**src/rtl/core/rmsp_pkg.sv**
```systemverilog
// ----------------------------------------------------------------------------
// rmsp_pkg
// Shared types, widths, register indexes and pattern helpers of the
// region multi-stride prefetcher.
// ----------------------------------------------------------------------------
package rmsp_pkg;

  // default sizes of the top level
  localparam int TABLE_ENTRIES_DEF = 16;
  localparam int LINE_SHIFT_DEF    = 6;
  localparam int REGION_SHIFT_DEF  = 12;
  localparam int MAX_DEGREE_DEF    = 16;

  // fixed field widths
  localparam int ADDR_W     = 48;
  localparam int IDX_W      = 42;
  localparam int TS_W       = 32;
  localparam int ROOM_W     = 5;
  localparam int CNT_W      = 8;
  localparam int SENT_W     = 9;
  localparam int CFG_IDX_W  = 3;
  localparam int CFG_DATA_W = 8;

  // register indexes
  localparam logic [CFG_IDX_W-1:0] REG_SINGLE_THR = 3'd0;
  localparam logic [CFG_IDX_W-1:0] REG_MULTI_THR  = 3'd1;
  localparam logic [CFG_IDX_W-1:0] REG_START_DIST = 3'd2;
  localparam logic [CFG_IDX_W-1:0] REG_DEGREE     = 3'd3;
  localparam logic [CFG_IDX_W-1:0] REG_DISTANCE   = 3'd4;
  localparam logic [CFG_IDX_W-1:0] REG_SINGLE_ONLY = 3'd5;

  // what the region lookup asks of the pattern engine
  typedef enum logic [1:0] {
    ACT_NONE   = 2'd0,
    ACT_UPDATE = 2'd1,
    ACT_ALLOC  = 2'd2
  } act_t;

  typedef struct packed {
    logic [7:0] single_thr;
    logic [7:0] multi_thr;
    logic [5:0] start_dist;
    logic [4:0] degree;
    logic [5:0] distance;
    logic       single_only;
  } cfg_t;

  // one region's pattern record
  typedef struct packed {
    logic                       trained;
    logic                       check;
    logic                       two;
    logic                       cur;
    logic                       pcur;
    logic [IDX_W-1:0]           last;
    logic [1:0][IDX_W-1:0]      stride;
    logic [1:0][IDX_W-1:0]      trans;
    logic [1:0][CNT_W-1:0]      rep;
    logic [CNT_W-1:0]           count;
    logic [CNT_W-1:0]           recnt;
    logic [CNT_W-1:0]           pcount;
    logic [IDX_W-1:0]           ptr;
    logic [SENT_W-1:0]          sent;
  } ent_t;

  function automatic logic [CNT_W-1:0] sat_inc(input logic [CNT_W-1:0] x);
    return (x == {CNT_W{1'b1}}) ? x : x + 1'b1;
  endfunction

  function automatic ent_t clear_pat(input ent_t e);
    ent_t r;
    r         = e;
    r.trained = 1'b0;
    r.check   = 1'b0;
    r.two     = 1'b0;
    r.cur     = 1'b0;
    r.stride  = '0;
    r.trans   = '0;
    r.rep     = '0;
    r.count   = '0;
    r.recnt   = '0;
    r.sent    = '0;
    return r;
  endfunction

  // one step of the prefetch walker along the pattern
  function automatic ent_t advance(input ent_t e);
    ent_t r;
    r = e;
    if (e.pcount == e.rep[e.pcur]) begin
      r.ptr    = e.ptr + e.trans[e.pcur];
      r.pcount = '0;
      r.pcur   = ~e.pcur;
    end else begin
      r.ptr    = e.ptr + e.stride[e.pcur];
      r.pcount = sat_inc(e.pcount);
    end
    return r;
  endfunction

endpackage

```
**src/rtl/core/rmsp_region_table.sv**
```systemverilog
// ----------------------------------------------------------------------------
// rmsp_region_table
// Region tag and recency memory. Scans one entry per cycle for a tag match,
// the first free entry and the least recent entry, then writes back.
// ----------------------------------------------------------------------------
module rmsp_region_table #(
  parameter int ENTRIES = rmsp_pkg::TABLE_ENTRIES_DEF,
  parameter int TAG_W   = rmsp_pkg::ADDR_W - rmsp_pkg::REGION_SHIFT_DEF,
  localparam int IW     = (ENTRIES > 1) ? $clog2(ENTRIES) : 1
) (
  input  logic                     clk,
  input  logic                     rst,
  input  logic                     start,
  input  logic [TAG_W-1:0]         tag,
  input  logic [rmsp_pkg::TS_W-1:0] ts,
  input  logic                     hit,
  output logic                     done,
  output rmsp_pkg::act_t           act,
  output logic [IW-1:0]            idx
);
  import rmsp_pkg::*;

  logic [TAG_W+TS_W-1:0] tag_mem [ENTRIES];
  logic [ENTRIES-1:0]    valid;

  logic                  busy;
  logic [IW:0]           rd_cnt;
  logic                  rd_v;
  logic [IW-1:0]         cmp_idx;
  logic [TAG_W+TS_W-1:0] rd_data;
  logic [TAG_W-1:0]      tag_q;
  logic [TS_W-1:0]       ts_q;
  logic                  hit_q;
  logic                  found, inv_found;
  logic [IW-1:0]         found_idx, inv_idx, min_idx;
  logic [TS_W-1:0]       min_rec;

  logic                  found_next, inv_found_next;
  logic [IW-1:0]         found_idx_next, inv_idx_next, min_idx_next;
  logic [TS_W-1:0]       min_rec_next;
  logic [TAG_W-1:0]      cur_tag;
  logic [TS_W-1:0]       cur_rec;
  logic                  issue;

  assign cur_tag = rd_data[TAG_W+TS_W-1:TS_W];
  assign cur_rec = rd_data[TS_W-1:0];
  assign issue   = busy && (rd_cnt < (IW+1)'(ENTRIES));

  // fold the entry just read into the running search
  always_comb begin
    found_next     = found;
    found_idx_next = found_idx;
    inv_found_next = inv_found;
    inv_idx_next   = inv_idx;
    min_rec_next   = min_rec;
    min_idx_next   = min_idx;
    if (rd_v) begin
      if (!found && valid[cmp_idx] && cur_tag == tag_q) begin
        found_next     = 1'b1;
        found_idx_next = cmp_idx;
      end
      if (!inv_found && !valid[cmp_idx]) begin
        inv_found_next = 1'b1;
        inv_idx_next   = cmp_idx;
      end
      if (cmp_idx == '0 || cur_rec < min_rec) begin
        min_rec_next = cur_rec;
        min_idx_next = cmp_idx;
      end
    end
  end

  // result on the last compared entry
  assign done = rd_v && (cmp_idx == IW'(ENTRIES - 1));
  always_comb begin
    if (found_next) begin
      act = ACT_UPDATE;
      idx = found_idx_next;
    end else if (hit_q) begin
      act = ACT_NONE;
      idx = found_idx_next;
    end else begin
      act = ACT_ALLOC;
      idx = inv_found_next ? inv_idx_next : min_idx_next;
    end
  end

  // tag memory: one read and one write port
  always_ff @(posedge clk) begin
    if (issue) begin
      rd_data <= tag_mem[rd_cnt[IW-1:0]];
    end
    if (done && act != ACT_NONE) begin
      tag_mem[idx] <= {tag_q, ts_q};
    end
  end

  // scan control
  always_ff @(posedge clk) begin
    if (rst) begin
      busy  <= 1'b0;
      rd_v  <= 1'b0;
      valid <= '0;
    end else begin
      rd_v <= issue;
      if (start) begin
        busy      <= 1'b1;
        rd_cnt    <= '0;
        tag_q     <= tag;
        ts_q      <= ts;
        hit_q     <= hit;
        found     <= 1'b0;
        inv_found <= 1'b0;
      end else begin
        if (issue) begin
          cmp_idx <= rd_cnt[IW-1:0];
          rd_cnt  <= rd_cnt + 1'b1;
        end
        found     <= found_next;
        found_idx <= found_idx_next;
        inv_found <= inv_found_next;
        inv_idx   <= inv_idx_next;
        min_rec   <= min_rec_next;
        min_idx   <= min_idx_next;
        if (done) begin
          busy <= 1'b0;
          if (act != ACT_NONE) begin
            valid[idx] <= 1'b1;
          end
        end
      end
    end
  end

endmodule

```
**config.mk**
```make
export PLATFORM = sky130hd
export DESIGN_NAME = rmsp_region_table
export DESIGN_NICKNAME = d
export VERILOG_FILES = /design/src/rtl/core/rmsp_pkg.sv /design/src/rtl/core/rmsp_region_table.sv
export SDC_FILE = /design/constraint.sdc
export NUM_CORES = 1
export LEC_CHECK = 0
export ABC_CLOCK_PERIOD_IN_PS = 15980
export BUFFER_PORTS_ARGS = -buffer_cell sky130_fd_sc_hd__buf_2
export CAP_MARGIN = 20
export CELL_PAD_IN_SITES_DETAIL_PLACEMENT = 0
export CELL_PAD_IN_SITES_GLOBAL_PLACEMENT = 1
export CORE_MARGIN = 2
export CORE_UTILIZATION = 57
export CTS_CLUSTER_DIAMETER = 80
export DETAILED_ROUTE_END_ITERATION = 10
export GPL_ROUTABILITY_DRIVEN = 0
export PLACE_DENSITY = 0.85
export SLEW_MARGIN = 10
export SYNTH_ARGS = -nofsm -noshare
export SYNTH_HDL_FRONTEND = slang
export SYNTH_SLANG_ARGS = --single-unit
```
**constraint.sdc**
```tcl
create_clock -name clk -period 15.98 [get_ports clk]
set_clock_uncertainty 0.2 [all_clocks]
set_input_delay 2.397 -clock clk [delete_from_list [all_inputs] [get_ports clk]]
set_output_delay 2.397 -clock clk [all_outputs]
set_load 0.01 [all_outputs]
```
==> results.json, run 1 <==
{
  "antenna_found_initial": 1,
  "grtUsageTotal_pct": 25.4,
  "power_frac_clock_pct": 39.6,
  "detail_route.wl_per_cell_um": 31.8,
  "cts_buffers": 121,
  "crit_required_ns": 13.38,
  "slowest_stage": "edfxtp_1",
  "layout_common_cells": "1280 x edfxtp_1, 343 x mux4_2, 125 x clkbuf_16",
  "htreeDepth": 3,
  "fin_ws_ns": 9.27,
  "endpoint_kind": "output pin",
  "async_flop_share_pct": 0,
  "syn_area_per_cell_um2": 23.5,
  "die_h_um": 298,
  "cts_buffer_depth": 3,
  "via_per_inst": 6.54,
  "multi_input_area_um2": 10100,
  "yosys.area.top_type_share_pct": 77.9,
  "max-cap-violations": 0,
  "fillers": 5354,
  "finalWirelength_um": 111000,
  "grt_max_degree": 115,
  "path_clk_slew_ns": 0.06,
  "pre_cts_ws_ns": 10.07,
  "port_buffers": 78,
  "cts_tree": "done",
  "p_sw_share_pct": 20.4,
  "cpLargestDelayFamily": "simple AND/OR/NAND/NOR gates",
  "setup_viol": 0,
  "postSynthCellCount": 2097,
  "final_common_cell": "edfxtp_1",
  "antenna_left": 0,
  "maxSlewViolCount": 0,
  "syn_nets": 2201,
  "n_antenna_cell": 0,
  "path_cells": "xnor2_1 > nand4_1 > nor4_1 > nand4_2 > and2_1 > and2_1 > a21oi_4 > inv_2 > buf_2",
  "synth.distinct_cells": 67,
  "clock.fmax_mhz": 149,
  "crit_top_cell": "and2_1",
  "hold_violations": 0,
  "firstDrtPassIters": 5,
  "cts_setup_buffers": 0,
  "max_stage_delay_ns": 0.60,
  "syn_to_final_growth_pct": 11.6,
  "period_needed_ns": 6.71,
  "synth_edf_count": 1280,
  "synth_top_cell_by_area": "edfxtp_1",
  "irDropWorstVdd_mv": 0.0978,
  "ff2ff_setup_slack_ns": 9.98,
  "drc": 0,
  "post_cts_resized": 0,
  "hold_buffers": 0,
  "internal_power_mw": 5.51,
  "design.core.area_um2": 85400,
  "final_nets": 2356,
  "drt_iter0_drc": 3041,
  "grt_pass1_vias": 23900,
  "boundaryPins": 79,
  "rows": 107,
  "dieArea_um2": 88900,
  "initial_utilization_pct": 57.8,
  "switching_power_mw": 1.41,
  "cts-root-buf": "clkbuf_16",
  "path_max_fanout": 18,
  "netlist_area_um2": 49300,
  "tightestPinTransition_ns": 1.13,
  "synth_seq_area_share_pct": 78.6,
  "seqPwrFrac_pct": 55.7,
  "cp_num_buf_inv": 2,
  "cts_sinks": 1298,
  "power_frac_comb_pct": 4.7,
  "synth_warnings": 0,
  "layout-drive-gt1-share_pct": 28.5,
  "vias": 22800,
  "slew_headroom_pct": 24.9,
  "synth_area_leaders": "edfxtp_1 78%, mux4_2 16%, ha_1 0.81%",
  "synth_ff_type": "edfxtp_1",
  "grt_pass1_wl_um": 163000,
  "status": "finished, final reports clean",
  "overflow": 0,
  "critical_path_class": "flip-flop to output pin",
  "seq_area_um2": 38800,
  "cellPowerDensity_nw_per_um2": 126,
  "dp_hpwl_um": 54200,
  "post-route-period-util_pct": 42.0,
  "worstHoldPathType": "flip-flop to flip-flop",
  "leakage_nw": 17.3,
  "worst-endpoint-arrival_ns": 4.11,
  "insertion_delay_ns": 0.68,
  "synth-seq-cells": 1298,
  "startpoint_type": "flip-flop",
  "fp.dieW_um": 298,
  "setup_tns_ns": 0,
  "rsz0062_at_grt": "false"
}
kinds of logic after synthesis:
kind of cell / after synthesis / share of synthesized area, %
AOI/OAI and AO/OA: 84 / 1.25
xor gates and xnor gates: 39 / 0.692
adders and majority gates: 32 / 0.811
buffers and inverters: 142 / 1.11
DFF: 1298 / 78.6
muxes: 357 / 16.0
and+or+nand+nor: 145 / 1.47
registers in the layout, summed over array words and instances (netlist names), 4 cells and up:
name / count
min_idx: 4
min_rec: 32
tag_mem: 1088
rd_cnt: 5
cmp_idx: 4
tag_q: 36
inv_idx: 4
ts_q: 32
rd_data: 68
valid: 16
found_idx: 4
path summary, 6_finish.rpt:
| kind | startpoint | end | cells after the start |
|---|---|---|---|
| setup / recovery | tag_q[14] | idx[3] | 9 |
| hold / removal | rd_data[2] | min_rec[2] | 0 |
| setup reg to reg | tag_q[14] | tag_mem[9][42] | 9 |
| hold reg to reg | rd_data[2] | min_rec[2] | 0 |
cells in the mapped netlist, types with 4 or more instances:
cell / count
o21ai_0: 16
o2bb2ai_1: 12
or4_1: 4
nor3_1: 4
buf_1: 27
nand2_1: 40
xor2_1: 22
nor2_1: 39
a31oi_1: 4
xnor2_1: 17
ha_1: 32
mux4_2: 343
nand4_1: 8
a21oi_1: 21
mux2i_1: 5
dfxtp_1: 18
mux2_2: 6
inv_1: 49
nand2b_1: 5
edfxtp_1: 1280
nor4_1: 12
nand3_1: 8
clkbuf_1: 59
o211ai_1: 4
per-layer routing:
metal | track usage [%] | vias up | part of all wire [%]
met5 | 0 | - | 0
met4 | 7.00 | 0 | 2.2
met3 | 3.94 | 152 | 8.3
met1 | 36.2 | 12100 | 38
li1 | - | 9195 | -
met2 | 41.8 | 1355 | 51
power groups by stage:
stage	Sequential [mW]	Clock (mW)	Combinational, mW
2_1_floorplan	3.90	0	0.228
3_3_place_gp	3.92	0	0.314
3_5_place_dp	3.92	0	0.320
4_1_cts	3.85	2.78	0.325
5_1_grt	3.86	2.90	0.342
6_report	3.86	2.74	0.322
area by class of cell:
type / count / area share (%)
sequential: 1298 / 70.5
multi-input combinational: 657 / 18.4
clock buffer: 151 / 5.86
tap: 1144 / 2.60
timing repair buffer: 123 / 1.37
clock inverter: 65 / 0.964
inverter: 51 / 0.352
stage by stage:
| step | cell area [um2] | hold WS (ns) | std cells | utilization, % | power (mW) |
|---|---|---|---|---|---|
| 3_3_place_gp | 51300 | 0.240 | 3273 | 60.1 | 4.23 |
| 4_1_cts | 55100 | 0.258 | 3489 | 64.5 | 6.96 |
| 2_1_floorplan | 49300 | 0.224 | 2097 | - | 4.13 |
| 5_1_grt | 55100 | 0.267 | 3489 | 64.5 | 7.11 |
| 3_5_place_dp | 51300 | 0.240 | 3273 | 60.1 | 4.24 |
| 6_report | 55100 | 0.258 | 3489 | 64.5 | 6.92 |
No activity file was read; power rests on OpenSTA's default activity.
==> inputs of run 2 (changes only) <==
--- a/config.mk
+++ b/config.mk
@@ -5,17 +5,18 @@
 export SDC_FILE = /design/constraint.sdc
 export NUM_CORES = 1
 export LEC_CHECK = 0
-export ABC_CLOCK_PERIOD_IN_PS = 15980
+export ABC_AREA = 1
+export ABC_CLOCK_PERIOD_IN_PS = 6550
 export BUFFER_PORTS_ARGS = -buffer_cell sky130_fd_sc_hd__buf_2
 export CAP_MARGIN = 20
 export CELL_PAD_IN_SITES_DETAIL_PLACEMENT = 0
 export CELL_PAD_IN_SITES_GLOBAL_PLACEMENT = 1
 export CORE_MARGIN = 2
-export CORE_UTILIZATION = 57
+export CORE_UTILIZATION = 53
 export CTS_CLUSTER_DIAMETER = 80
 export DETAILED_ROUTE_END_ITERATION = 10
 export GPL_ROUTABILITY_DRIVEN = 0
-export PLACE_DENSITY = 0.85
+export PLACE_DENSITY = 0.84
 export SLEW_MARGIN = 10
 export SYNTH_ARGS = -nofsm -noshare
 export SYNTH_HDL_FRONTEND = slang
==> constraint.sdc (replaced) <==
create_clock -name clk -period 6.55 [get_ports clk]
set_clock_uncertainty 0.2 [all_clocks]
set_input_delay 0.9825 -clock clk [delete_from_list [all_inputs] [get_ports clk]]
set_output_delay 0.9825 -clock clk [all_outputs]
set_load 0.01 [all_outputs]
==> run 2 against run 1 <==
  * Register-to-register slack worse by 8.2 ns
  * Sequential cell count stayed put
  * Power is 150% higher
  * Synthesized cell count is 68% higher
  * Die area is 10% higher
  * Routed wire length is 1.8% higher
  * Clock power grew to 2.5 times the previous value
  * Core utilization is 4.9 points lower
  * Non-clock buffer count is 1 higher
  * Via count is 28% higher
  * Sequential share of layout area is 1.7 points lower
==> results.json, run 2 <==
{
  "synth_xor_area_share_pct": 0.277,
  "dr.max_layer_used": "met5",
  "fillers": 7119,
  "synth_seq_area_share_pct": 76.7,
  "cts_buffers": 131,
  "setup_tns_ns": 0,
  "route.met2.wl_um": 54800,
  "irDropWorstVdd_mv": 0.207,
  "cts_setup_buffers": 0,
  "worstHoldPathType": "input pin to flip-flop",
  "cp_num_buf_inv": 2,
  "synth-seq-cells": 1298,
  "synth.distinct_cells": 39,
  "layout_common_cells": "1280 x edfxtp_1, 632 x nor2_1, 286 x o21ai_0",
  "boundaryPins": 79,
  "antenna_left": 0,
  "firstDrtPassIters": 5,
  "drt_iter0_drc": 3443,
  "detail_route.wl_per_cell_um": 22.9,
  "reg.largest.list": "tag_mem (1088), rd_data (68), tag_q (36)",
  "max-cap-violations": 0,
  "status": "finished, final reports clean",
  "largest_reg_flops": 1088,
  "synthMuxAreaShare_pct": 2.16,
  "worst-endpoint-arrival_ns": 3.81,
  "synth_top_cell_by_area": "edfxtp_1",
  "rows": 113,
  "drc": 0,
  "syn_area_per_cell_um2": 14.3,
  "hold_buffers": 0,
  "finalWirelength_um": 113000,
  "slew_headroom_pct": 14.6,
  "grtUsageTotal_pct": 23.1,
  "yosysMostFrequentCell": "edfxtp_1",
  "synthAdderAreaFrac_pct": 0.792,
  "final_nets": 3674,
  "drt-met1-wl_um": 47500,
  "post_cts_resized": 0,
  "cpLargestDelayFamily": "simple AND/OR/NAND/NOR gates",
  "period_needed_ns": 5.00,
  "slowest_stage": "edfxtp_1",
  "ys_top_cells_by_count": "1280 x edfxtp_1, 644 x nor2_1, 286 x o21ai_0, 254 x nand2_1, 187 x clkbuf_1",
  "dp.cells": 4702,
  "leakage_nw": 18.6,
  "syn_nets": 3632,
  "syn_to_final_growth_pct": 11.6,
  "largest-register": "tag_mem",
  "maxSlewViolCount": 0,
  "dp_hpwl_um": 53200,
  "synth_warnings": 0,
  "design.core.area_um2": 94700,
  "htreeDepth": 4,
  "synth_compound_area_share_pct": 8.65,
  "final_cells": 4933,
  "rsz0062_at_grt": "false",
  "clock.fmax_mhz": 200,
  "finalPower_mw": 17.3,
  "worst_hold_slack_ns": 0.229,
  "overflow": 0,
  "die_h_um": 313,
  "path_max_fanout": 17,
  "startpoint_type": "flip-flop",
  "port_buffers": 78,
  "post-route-period-util_pct": 76.3,
  "synth_top_family_by_area": "simple AND/OR/NAND/NOR gates",
  "grt_max_degree": 253,
  "cts-root-buf": "clkbuf_16",
  "crit_top_cell": "nand2_1",
  "finalCoreUtilization_pct": 59.5,
  "hold_violations": 0,
  "synth_ff_type": "edfxtp_1",
  "synth_area_leaders": "edfxtp_1 76%, nor2_1 4.8%, o21ai_0 2.8%",
  "pre_cts_ws_ns": 1.80,
  "synth_edf_count": 1280,
  "fin_ws_ns": 1.55,
  "yosys.area.top_type_share_pct": 76.0,
  "via_per_inst": 5.94,
  "wl_met3_um": 8080,
  "crit_required_ns": 5.37,
  "final_common_cell": "edfxtp_1",
  "initial_utilization_pct": 53.4,
  "postSynthCellCount": 3528,
  "cts_buffer_depth": 3,
  "synthSimpleGateAreaFrac_pct": 8.85,
  "insertion_delay_ns": 0.73,
  "antenna_found_initial": 3,
  "layout-drive-gt1-share_pct": 9.90,
  "critical_path_class": "flip-flop to output pin",
  "vias": 29300,
  "fin_area_um2": 56400,
  "path_clk_slew_ns": 0.06,
  "cts_tree": "done",
  "netlist_area_um2": 50600,
  "endpoint_kind": "output pin",
  "cellPowerDensity_nw_per_um2": 306,
  "path_cells": "xnor2_1 > nand4_1 > nor3_1 > nand2_1 > nor2_1 > nand2_4 > nand2_1 > o21ai_1 > nand2_1 > inv_1 > a21oi_2 > buf_2",
  "max_stage_delay_ns": 0.60,
  "grt_pass1_vias": 28500,
  "fp.dieW_um": 313,
  "cts_sinks": 1298,
  "setup_viol": 0,
  "placed_area_um2": 52400,
  "dieArea_um2": 97900,
  "tightestPinTransition_ns": 1.28,
  "grt_pass1_wl_um": 172000,
  "async_flop_share_pct": 0
}
## run 2: cell count changes in the layout (fill, tap and decap cells not counted), sizes merged, moves of 12 or more
cell	delta
a21oi	+23
clkbuf	+16
nand3	+137
o21ai	+273
o221ai	+109
o211ai	+27
o2bb2ai	-12
mux4	-343
nor2	+613
inv	+74
o32ai	+159
mux2i	+101
nand2	+221
xor2	-19
## run 2: report_power, final
| group | internal, mW | switching [mW] | total [mW] |
|---|---|---|---|
| logic | 0.301 | 0.654 | 0.955 |
| clock network | 3.89 | 3.01 | 6.90 |
| registers | 9.26 | 0.146 | 9.41 |
## run 2: cells by family (layout without fill, tap and decap cells)
group / count (synthesis) / after routing
AND/OR/NAND/NOR: 1091 / 1091
flip-flops: 1298 / 1298
XOR/XNOR: 16 / 16
buffers and inverters: 336 / 474
AO/OA/AOI/OAI: 646 / 646
other: 0 / 2
multiplexers: 109 / 109
adder cells (fa/ha/maj): 32 / 32
## run 2: path summary, 6_finish.rpt
kind	startpoint	endpoint	slack, ns	depth (start not counted)
max	tag_q[4]	idx[2]	1.55	12
min	ts[31]	ts_q[31]	0.23	1
max reg2reg	tag_q[4]	tag_mem[12][43]	1.74	14
min reg2reg	valid[0]	valid[0]	0.24	2
## run 2: per-layer routing
layer	up-vias	global-route usage [%]
li1	13300	-
met1	14600	32.4
met2	1160	37.5
met3	179	3.64
met4	2	7.09
met5	-	0
## run 2: final cells by class
| cell class | instances | area, um2 | area share (%) |
|---|---|---|---|
| Sequential cell | 1298 | 38800 | 68.8 |
| Multi-Input combinational cell | 1894 | 10600 | 18.8 |
| Clock buffer | 167 | 3530 | 6.25 |
| Tap cell | 1265 | 1580 | 2.81 |
| Timing Repair Buffer | 124 | 973 | 1.73 |
| Inverter | 121 | 467 | 0.828 |
| Clock inverter | 62 | 428 | 0.759 |
| Antenna cell | 2 | 5.00 | 0.00888 |
